==> config.mk <==
export PLATFORM = sky130hd
export DESIGN_NAME = csp_isqrt
export DESIGN_NICKNAME = d
export VERILOG_FILES = /design/src/rtl/csp_pkg.sv /design/src/rtl/csp_isqrt.sv
export SDC_FILE = /design/constraint.sdc
export NUM_CORES = 2
export LEC_CHECK = 0
export BUFFER_PORTS_ARGS = -buffer_cell sky130_fd_sc_hd__buf_2
export CORE_MARGIN = 1.5
export CORE_UTILIZATION = 40
export DETAILED_ROUTE_END_ITERATION = 10
export PLACE_DENSITY_LB_ADDON = 0.3
export SETUP_SLACK_MARGIN = 0.5
export SYNTH_ARGS = -nofsm -noshare
export SYNTH_HDL_FRONTEND = slang
export SYNTH_SLANG_ARGS = --single-unit
==> constraint.sdc <==
create_clock -name clk -period 4.91 [get_ports clk]
set_input_delay 0.982 -clock clk [delete_from_list [all_inputs] [get_ports clk]]
set_output_delay 0.982 -clock clk [all_outputs]
set_load 0.05 [all_outputs]
==> src/rtl/csp_pkg.sv <==
package csp_pkg;

  // configuration register indexes
  localparam logic CFG_RADIUS      = 1'b0;
  localparam logic CFG_HALF_LENGTH = 1'b1;

  // reset values, 1.0 in q16.16
  localparam logic [30:0] RADIUS_RESET      = 31'd65536;
  localparam logic [30:0] HALF_LENGTH_RESET = 31'd65536;

  // 1.0 in q1.30
  localparam logic signed [63:0] Q30_ONE = 64'sd1073741824;

  // one root bit per step, one quotient bit per step
  localparam int unsigned ISQRT_STEPS = 32;
  localparam int unsigned DIV_STEPS   = 31;

  // pipeline stage map
  localparam int unsigned ST_SQRT0     = 2;
  localparam int unsigned ST_ENDPT     = 5;
  localparam int unsigned ST_SQRT_LAST = ST_SQRT0 + ISQRT_STEPS - 1;
  localparam int unsigned ST_DIVIN     = ST_SQRT_LAST + 1;
  localparam int unsigned ST_DIV0      = ST_DIVIN + 1;
  localparam int unsigned ST_DIV_LAST  = ST_DIV0 + DIV_STEPS - 1;
  localparam int unsigned ST_OUT       = ST_DIV_LAST + 1;
  localparam int unsigned NSTAGE       = ST_OUT + 1;

endpackage

==> src/rtl/csp_isqrt.sv <==
// pipelined integer square root, one result bit per stage
module csp_isqrt (
  input  logic                               clk,
  input  logic [csp_pkg::ISQRT_STEPS-1:0]    en,
  input  logic [63:0]                        radicand,
  output logic [31:0]                        root
);

  localparam int unsigned N = csp_pkg::ISQRT_STEPS;

  logic [63:0] rem_q  [N];
  logic [63:0] res_q  [N];
  logic [63:0] rem_in [N];
  logic [63:0] res_in [N];

  assign rem_in[0] = radicand;
  assign res_in[0] = '0;

  for (genvar k = 0; k < N; k++) begin : g_step
    localparam logic [63:0] BIT = 64'd1 << (62 - 2 * k);
    logic [63:0] trial;

    assign trial = res_in[k] + BIT;

    if (k > 0) begin : g_link
      assign rem_in[k] = rem_q[k-1];
      assign res_in[k] = res_q[k-1];
    end

    always_ff @(posedge clk) begin
      if (en[k]) begin
        if (rem_in[k] >= trial) begin
          rem_q[k] <= rem_in[k] - trial;
          res_q[k] <= (res_in[k] >> 1) + BIT;
        end else begin
          rem_q[k] <= rem_in[k];
          res_q[k] <= res_in[k] >> 1;
        end
      end
    end
  end

  assign root = res_q[N-1][31:0];

endmodule

==> key figures <==
Synth
  • Area share of the largest cell type after synthesis: 61.8%
  • Post-synth top flop: edfxtp_1
  • Seq cells post-synth: 2512
  • Syn Inst Count: 9939
  • Ranking of synthesized cells by area: edfxtp_1 (62%), ha_1 (5.7%), xnor2_1 (3.3%)
  • Post-Syn Nets: 10594
  • Area leader, netlist: edfxtp_1
  • Post-synthesis sequential area ratio: 61.8%
  • Async set-reset flop share out of synthesis: 0%
  • Mean Syn Cell Area: 12.3 um2
  • Number of synthesized flops with an enable pin: 2512
  • Synth warnings: 0
  • Count leader, synth: edfxtp_1
  • Synth top cells by count: edfxtp_1 (2512), nand2_1 (753), inv_1 (687)
  • Synth cell types: 84
  • Mapped cell area: 122000 um2

Routing
  • Via count: 79699
  • WL met2: 148000 um
  • Met3 WL: 16400 um
  • ANT nets after route: 0
  • DR pass1 iterations: 8
  • Routed Wire Length: 304000 um
  • M1 WL: 132000 um
  • Max Used Layer: met5
  • Residual DRC: 0
  • WL/cell: 21.1 um
  • Via/cell ratio: 5.53
  • Iter 0 DRT Violations: 7028

STA
  • Setup TNS: 0 ns
  • Final number of setup-violating endpoints: 0
  • Slew HR: 5.46%
  • Share of the clock period used by the worst path: 86.1%
  • Max Transition Viols Final: 0
  • Worst Skew: 0.0686 ns
  • RSZ-0062 raised after global routing: no
  • Final worst path period need: 4.23 ns
  • Worst Tran Pin Value: 1.41 ns
  • F_max: 237 MHz
  • Final Hold Vio Count: 0

Worst setup path
  • Slowest CP cell: nor4_1
  • Arrival @ worst endpoint: 4.85 ns
  • CP max FO: 10
  • Top delay family on crit path: simple AND/OR/NAND/NOR gates
  • WS Path Type: flop to flop
  • Worst-case reg-to-reg path depth: 12
  • FF-to-FF setup slack: 0.68 ns
  • Worst r2r src: res_q[1][863]$_DFFE_PP_
  • Worst setup SP type: flop
  • CP max stage delay: 0.66 ns
  • Reg-to-Reg End: rem_q[1][951]$_DFFE_PP_
  • Critical path endpoint category: flop
  • Crit path required time: 5.53 ns
  • CP bufs+invs: 2
  • Worst-path cell chain: inv_1 -> ha_1 -> nand4_1 -> nor2_1 -> nand3_1 -> nor4_1 -> buf_4 -> nor3_1 -> nand2_1 -> nand3_1 -> nor4_1 -> xor2_1

CTS
  • Max clock buf depth: 4
  • CTS Hold Bufs: 0
  • Post-CTS Setup Bufs: 0
  • CTS tree: done
  • Later-pin clock latency in the skew report: 0.93 ns
  • Clk sinks: 2512
  • Reg clk slew, reported paths: 0.06 ns
  • H-Tree Depth: 5
  • Root Driver: clkbuf_16
  • CTS buffer count: 280
  • CTS-repair resized insts: 0

GRT
  • Vias in the first global route: 77838
  • Initial antenna violation count: 11
  • First-pass GRT wire length: 464000 um
  • Largest net degree at the start of global routing: 86
  • GRT Util Overall: 19.3%
  • GRT overflow: 0

Pwr
  • Pwr dens: 468 nW/um2
  • Pwr Total: 64.1 mW
  • VDD IR max: 0.274 mV
  • Leak pwr: 50.4 nW

Floorplan
  • Initial Util: 40.3%
  • Core Rows: 202
  • Vert. Die Dim: 555 um
  • Die X: 555 um
  • Die ar.: 309000 um2
  • Core ar.: 303000 um2
  • I/O pin cnt: 129

Place
  • Port bufs: 128
  • HPWL Detailed: 234000 um
  • Gpl congestion: 0.926

Outcome
  • Status: complete, no violations

Worst hold path
  • Hold Crit Class: primary input to flop
  • Hold Path Sink: rem_q[0][8]$_DFFE_PP_
  • HP Start: radicand[8]
  • Hold Crit Depth: 1

Layout
  • Nets: 10873
  • Share of cells above drive strength 1: 7.44%
  • Area Overhead vs Synth: 12.2%

Flow run
  • Max_cap viols: 0
## final cells by class
class	instances	area [um2]
Fill cell	27177	166000
Sequential cell	2512	75400
Multi-Input combinational cell	6504	43300
Clock buffer	331	7220
Tap cell	3978	4980
Inverter	687	2580
Clock inverter	173	2020
Timing Repair Buffer	233	1510
Antenna cell	4	10.0
## cells in the final DEF (no fill, tap or decap), drive strengths merged, types with 27 or more instances in the layout
cell type / instances
mux2: 51
xnor2: 462
nor4: 385
nor2: 603
clkinv: 108
bufinv: 33
nand4b: 40
nor3: 299
o31ai: 52
nand3b: 53
o21ai: 562
o21bai: 49
inv: 705
nand4: 176
o21a: 91
and3: 52
nand3: 166
o211ai: 28
clkbuf: 331
nor2b: 72
or2: 42
nor4b: 51
or3: 87
edfxtp: 2512
and2: 36
a211oi: 60
nor3b: 27
xor2: 432
buf: 233
nand2: 753
a2111oi: 28
a21o: 202
a31oi: 44
or4: 75
ha: 558
nand2b: 114
a21oi: 580
## metrics by stage
step           hold slack [ns]  util [%]  setup WS, ns  area (um2)  instances
4_1_cts                  0.174      45.2         0.727      137000      14418
3_5_place_dp             0.429      42.1         0.740      128000      13914
5_1_grt                  0.215      45.2         0.503      137000      14420
3_3_place_gp             0.425      42.1         0.677      128000      13914
6_report                 0.247      45.2         0.685      137000      14422
2_1_floorplan            0.417         -         0.865      122000       9939
## power by group
part,switching [mW],internal (mW)
Combinational,8.13,5.33
Clock,8.76,12.4
Sequential,2.28,27.2
## registers in the layout (all words and copies together), names as in the netlist
name,cells
rem_q,1984
res_q,528
## cells by family (layout without fill, tap and decap cells)
group                      count (synthesis)  count (layout)  share of synthesized area [%]
AOI/OAI and AO/OA                       1902            1902                           9.55
xor gates and xnor gates                 894             894                           6.41
adders and majority gates                558             558                           5.72
buffers and inverters                    923            1424                           2.86
DFF                                     2512            2512                           61.8
muxes                                     62              62                          0.561
other                                      0               4                              0
and+or+nand+nor                         3088            3088                           13.1
## routing by layer
metal | vias up | GRT usage, %
met3 | 484 | 2.76
met1 | 39112 | 25.6
met4 | 6 | 5.51
met2 | 2221 | 32.9
met5 | - | 0
li1 | 37876 | -
## worst max path at each step
stage	startpoint	to	slack, ns	cells past startpoint
after floorplan	en[30]	rem_q[1][896]$_DFFE_PP_	0.87	1
after global placement	rem_q[1][865]$_DFFE_PP_	rem_q[1][951]$_DFFE_PP_	0.68	11
after detailed placement	rem_q[1][434]$_DFFE_PP_	rem_q[1][498]$_DFFE_PP_	0.74	9
after CTS	rem_q[1][434]$_DFFE_PP_	rem_q[1][498]$_DFFE_PP_	0.73	9
after global routing	rem_q[1][863]$_DFFE_PP_	rem_q[1][951]$_DFFE_PP_	0.50	11
final	res_q[1][863]$_DFFE_PP_	rem_q[1][951]$_DFFE_PP_	0.68	12
No activity file was read; power rests on OpenSTA's default activity.
