[src/rtl/csp_pkg.sv]
package csp_pkg;

  // configuration register indexes
  localparam logic CFG_RADIUS      = 1'b0;
  localparam logic CFG_HALF_LENGTH = 1'b1;

  // reset values, 1.0 in q16.16
  localparam logic [30:0] RADIUS_RESET      = 31'd65536;
  localparam logic [30:0] HALF_LENGTH_RESET = 31'd65536;

  // 1.0 in q1.30
  localparam logic signed [63:0] Q30_ONE = 64'sd1073741824;

  // one root bit per step, one quotient bit per step
  localparam int unsigned ISQRT_STEPS = 32;
  localparam int unsigned DIV_STEPS   = 31;

  // pipeline stage map
  localparam int unsigned ST_SQRT0     = 2;
  localparam int unsigned ST_ENDPT     = 5;
  localparam int unsigned ST_SQRT_LAST = ST_SQRT0 + ISQRT_STEPS - 1;
  localparam int unsigned ST_DIVIN     = ST_SQRT_LAST + 1;
  localparam int unsigned ST_DIV0      = ST_DIVIN + 1;
  localparam int unsigned ST_DIV_LAST  = ST_DIV0 + DIV_STEPS - 1;
  localparam int unsigned ST_OUT       = ST_DIV_LAST + 1;
  localparam int unsigned NSTAGE       = ST_OUT + 1;

endpackage

[src/rtl/csp_div.sv]
// pipelined restoring divider, one quotient bit per stage, msb first
// quotient must fit in the quotient width (num < den * 2^31)
module csp_div (
  input  logic                             clk,
  input  logic [csp_pkg::DIV_STEPS-1:0]    en,
  input  logic [61:0]                      num,
  input  logic [31:0]                      den,
  output logic [csp_pkg::DIV_STEPS-1:0]    quo
);

  localparam int unsigned N = csp_pkg::DIV_STEPS;

  logic [31:0]  rem_q  [N];
  logic [31:0]  den_q  [N];
  logic [30:0]  lo_q   [N];
  logic [N-1:0] quo_q  [N];
  logic [31:0]  rem_in [N];
  logic [31:0]  den_in [N];
  logic [30:0]  lo_in  [N];
  logic [N-1:0] quo_in [N];

  assign rem_in[0] = {1'b0, num[61:31]};
  assign den_in[0] = den;
  assign lo_in[0]  = num[30:0];
  assign quo_in[0] = '0;

  for (genvar k = 0; k < N; k++) begin : g_step
    localparam int unsigned J = N - 1 - k;
    logic [32:0] part;
    logic        take;

    assign part = {rem_in[k], lo_in[k][J]};
    assign take = part >= {1'b0, den_in[k]};

    if (k > 0) begin : g_link
      assign rem_in[k] = rem_q[k-1];
      assign den_in[k] = den_q[k-1];
      assign lo_in[k]  = lo_q[k-1];
      assign quo_in[k] = quo_q[k-1];
    end

    always_ff @(posedge clk) begin
      if (en[k]) begin
        rem_q[k] <= take ? 32'(part - {1'b0, den_in[k]}) : 32'(part);
        den_q[k] <= den_in[k];
        lo_q[k]  <= lo_in[k];
        quo_q[k] <= {quo_in[k][N-2:0], take};
      end
    end
  end

  assign quo = quo_q[N-1];

endmodule

[config.mk]
export PLATFORM = sky130hd
export DESIGN_NAME = csp_div
export DESIGN_NICKNAME = d
export VERILOG_FILES = /design/src/rtl/csp_pkg.sv /design/src/rtl/csp_div.sv
export SDC_FILE = /design/constraint.sdc
export NUM_CORES = 2
export LEC_CHECK = 0
export BUFFER_PORTS_ARGS = -buffer_cell sky130_fd_sc_hd__buf_2
export CAP_MARGIN = 20
export CORE_ASPECT_RATIO = 0.6
export CORE_MARGIN = 8
export CORE_UTILIZATION = 30
export DETAILED_ROUTE_END_ITERATION = 8
export GPL_ROUTABILITY_DRIVEN = 0
export PLACE_DENSITY = 0.53
export SLEW_MARGIN = 20
export SYNTH_ARGS = -nofsm -noshare
export SYNTH_HDL_FRONTEND = slang
export SYNTH_SLANG_ARGS = --single-unit
[constraint.sdc]
create_clock -name clk -period 8.1 [get_ports clk]
set_input_delay 1.62 -clock clk [delete_from_list [all_inputs] [get_ports clk]]
set_output_delay 1.62 -clock clk [all_outputs]
set_load 0.005 [all_outputs]
==> flow_metrics.env <==
export IMPL_drt_wirelength_mm=404
export IMPL_core_region_area_um2=499000
export IMPL_cts_hold_buffers_added=0
export IMPL_synth_area_per_cell_um2=12.1
export IMPL_number_of_synthesized_flops_with_an_enable_pin=2881
export IMPL_timing_hold_worst_class="reg2reg"
export IMPL_row_count=201
export IMPL_first_global_vias=89700
export IMPL_transition_time_of_the_tightest_slew_check_pin_ns=1.26
export IMPL_timing_worst_setup_path_type="reg2reg"
export IMPL_synth_compound_area_share_pct=13.2
export IMPL_post_synth_num_cell_types=105
export IMPL_grt_pass1_wl_mm=598
export IMPL_cell_taking_the_most_area_after_synthesis="sky130_fd_sc_hd__edfxtp_1"
export IMPL_drt_antenna_violating_nets=0
export IMPL_final_min_clock_period_ns=5.23
export IMPL_power_switching_share_pct=39.0
export IMPL_grt_overflow_total=0
export IMPL_nNetsFinal=13800
export IMPL_cell_at_the_root_of_the_clock_tree="sky130_fd_sc_hd__clkbuf_16"
export IMPL_initialDrtViolationCount=11600
export IMPL_worstPathArrival_ns=5.95
export IMPL_synth_simple_gate_area_share_pct=7.76
export IMPL_synth_xor_area_share_pct=4.71
export IMPL_drtPass1Iterations=9
export IMPL_fin_worst_skew_ns=0.115
export IMPL_critPathRequiredTime_ns=8.82
export IMPL_holdWs_ns=0.316
export IMPL_die_w_um=930
export IMPL_power_share_sequential_pct=34.4
export IMPL_synth_common_cells="sky130_fd_sc_hd__edfxtp_1 (2881), sky130_fd_sc_hd__inv_1 (1256), sky130_fd_sc_hd__a21oi_1 (1018)"
export IMPL_routedWlPerCell_um=20.6
export IMPL_post_cts_resized_instances=0
export IMPL_clock_tree_htree_level_count=5
export IMPL_power_clock_fraction_pct=20.1
export IMPL_numCtsBuffers=298
export IMPL_achievable_frequency_mhz=191
export IMPL_power_density_cell_area_nw_per_um2=410
export IMPL_clockBufferDepth=4
export IMPL_grt_setup_unrepaired="no"
export IMPL_tritoncts="yes"
export IMPL_dpl_hpwl_mm=311
export IMPL_yosys_area_share_adder_pct=8.65
export IMPL_post_cts_clock_slew_at_the_launch_and_capture_registers_of_the_worst_setup_and_hold_paths_ns=0.06
export IMPL_worstSetupStartpointType="register"
export IMPL_relSlewSlack_pct=15.4
export IMPL_synth_top_area_share_pct=57.5
export IMPL_clkSinkCount=2881
export IMPL_synth_top_family_by_area="compound AO/OA/AOI/OAI gates"
export IMPL_grt_max_degree=73
export IMPL_report_final_hold_viol_count=0
export IMPL_largest_fanout_on_the_critical_path=29
export IMPL_drive_gt1_share_pct=9.84
export IMPL_endpoint_type_of_the_worst_setup_path="register"
export IMPL_route_detailed_drc=0
export IMPL_timing_setup_tns_ns=0
export IMPL_net_switching_power_uw=27000
export IMPL_synth_cell_area_um2=150000
export IMPL_vias_per_cell=5.00
export IMPL_leakagePower_uw=0.0665
export IMPL_synth_async_reset_ratio_pct=0
export IMPL_synthesis_nets=13600
export IMPL_start_util_pct=30.1
export IMPL_synthMostInstantiatedCell="sky130_fd_sc_hd__edfxtp_1"
export IMPL_timing_final_max_slew_violations=0
export IMPL_syn_to_final_growth_pct=12.3
export IMPL_die_area_um2=525000
export IMPL_ys_ff_latch=2881
export IMPL_irDropWorstVdd_mv=0.201
export IMPL_internal_power_uw=42300
export IMPL_outcome="completed"
export IMPL_synth_cells=12400
export IMPL_synth_flop_cell="sky130_fd_sc_hd__edfxtp_1"
export IMPL_synth_yosys_seq_area_share_pct=57.5
export IMPL_global_route_usage_total_pct=14.8
export IMPL_max_cap_violations=0
export IMPL_postCtsSetupBuffers=0
export IMPL_post_synth_main_area_contributors="sky130_fd_sc_hd__edfxtp_1 (58%), sky130_fd_sc_hd__ha_1 (8.3%), sky130_fd_sc_hd__mux2_2 (3.5%)"
export IMPL_placement_io_buffers=156
export IMPL_multi_input_gate_area_um2=58100
export IMPL_fin_crit_sh_pct=64.6
export IMPL_num_vias=98100
export IMPL_setup_viol=0
export IMPL_synth_warnings=0
export IMPL_fillers=49400
export IMPL_synth_mux_area_fraction_pct=4.12
export IMPL_regArea_um2=86500
export IMPL_clk_insertion_delay_late_ns=0.98
export IMPL_fin_total_pwr_uw=69300
export IMPL_die_height_um=565
export IMPL_p_comb_share_pct=45.5
export IMPL_i_o_pins=157
export IMPL_grt_antenna_before_repair=40
## routing by layer
layer | routed length [um] | share of wire (%) | track usage [%] | vias up
met3 | 42500 | 11 | 4.23 | 391
met2 | 134000 | 33 | 17.0 | 3431
li1 | - | - | - | 46500
met1 | 222000 | 55 | 25.7 | 47700
met4 | 5570 | 1.4 | 2.37 | 4
met5 | 21 | 0.0052 | 0 | -
## kinds of logic (layout without fill, tap and decap cells)
family | after synthesis | after routing
AOI/OAI and AO/OA | 3160 | 3160
DFF | 2881 | 2881
and+or+nand+nor | 2456 | 2456
buffers and inverters | 1568 | 2038
adders and majority gates | 1022 | 1022
xor gates and xnor gates | 809 | 809
muxes | 547 | 547
other | 0 | 7
## sequential cells by signal, summed over array words and instances, names as in the netlist
signal and count:
quo_q 496, rem_q 960, den_q 960, lo_q 465
## path summary, 6_finish.rpt
path / start / end / slack (ns) / cells after the start
max: den_q[1][65]$_DFFE_PP_ / rem_q[1][99]$_DFFE_PP_ / 2.87 / 12
min reg2reg: quo_q[1][33]$_DFFE_PP_ / quo_q[1][65]$_DFFE_PP_ / 0.32 / 0
max reg2reg: den_q[1][65]$_DFFE_PP_ / rem_q[1][99]$_DFFE_PP_ / 2.87 / 12
min: quo_q[1][33]$_DFFE_PP_ / quo_q[1][65]$_DFFE_PP_ / 0.32 / 0
## power by group through the flow
stage	clock network (uW)	registers (uW)	logic, uW
2_1_floorplan	0	22800	22800
3_3_place_gp	0	24200	30400
3_5_place_dp	0	24100	30600
4_1_cts	14400	23900	30800
5_1_grt	14900	24200	34600
6_report	13900	23900	31500
## per-stage QoR
| stage | setup WS (ns) | util (%) | std cells | instance area (um2) |
|---|---|---|---|---|
| floorplan | 3.12 | - | 12400 | 150000 |
| global placement | 2.08 | 31.9 | 19100 | 159000 |
| detailed placement | 2.05 | 31.9 | 19100 | 159000 |
| CTS | 3.05 | 33.8 | 19600 | 169000 |
| global route | 2.81 | 33.8 | 19600 | 169000 |
| finish | 2.87 | 33.8 | 19600 | 169000 |
## area by class of cell
cell class	instances	share of cell area (%)
diodes	7	0.0104
clock buffers	351	4.58
clock inverters	195	1.18
inverters	1257	2.79
multi-input cells	7994	34.4
flip-flops and latches	2881	51.2
well taps	6699	4.96
repair buffers	235	0.858
## placed cells by master, fill, tap and decap left out, types with 42 or more instances in the layout
cell                        count
sky130_fd_sc_hd__nor3_1       124
sky130_fd_sc_hd__nor2_1       631
sky130_fd_sc_hd__mux2_2       461
sky130_fd_sc_hd__clkinv_1      57
sky130_fd_sc_hd__mux2i_1       51
sky130_fd_sc_hd__or3_1         58
sky130_fd_sc_hd__inv_1       1256
sky130_fd_sc_hd__ha_1         992
sky130_fd_sc_hd__buf_4        109
sky130_fd_sc_hd__o21bai_1     160
sky130_fd_sc_hd__nand2b_1     107
sky130_fd_sc_hd__nor4_1        42
sky130_fd_sc_hd__o31ai_1       64
sky130_fd_sc_hd__nor2b_1      135
sky130_fd_sc_hd__clkinv_2      59
sky130_fd_sc_hd__a211oi_1      80
sky130_fd_sc_hd__nand3_1      200
sky130_fd_sc_hd__nand2_1      756
sky130_fd_sc_hd__a31oi_1      121
sky130_fd_sc_hd__xnor2_1      484
sky130_fd_sc_hd__a21oi_1     1018
sky130_fd_sc_hd__o21a_1       109
sky130_fd_sc_hd__clkbuf_16    302
sky130_fd_sc_hd__clkbuf_1      49
sky130_fd_sc_hd__o21ai_0      655
sky130_fd_sc_hd__buf_2        126
sky130_fd_sc_hd__a21o_1       498
sky130_fd_sc_hd__and3_1        84
sky130_fd_sc_hd__edfxtp_1    2881
sky130_fd_sc_hd__xor2_1       325
sky130_fd_sc_hd__nand4_1      162
sky130_fd_sc_hd__o211ai_1      46
## worst max-delay path, stage by stage, from the launching register on
cell	delay [ns]
sky130_fd_sc_hd__edfxtp_1	0.42
sky130_fd_sc_hd__inv_1	0.06
sky130_fd_sc_hd__ha_1	0.30
sky130_fd_sc_hd__nor2b_1	0.21
sky130_fd_sc_hd__o31a_1	0.23
sky130_fd_sc_hd__o211ai_1	0.22
sky130_fd_sc_hd__o21ai_0	0.98
sky130_fd_sc_hd__a21oi_1	0.38
sky130_fd_sc_hd__o31a_1	0.49
sky130_fd_sc_hd__o211ai_1	0.21
sky130_fd_sc_hd__a311o_2	0.61
sky130_fd_sc_hd__buf_4	0.43
sky130_fd_sc_hd__mux2_2	0.38
No activity file was read; power rests on OpenSTA's default activity.
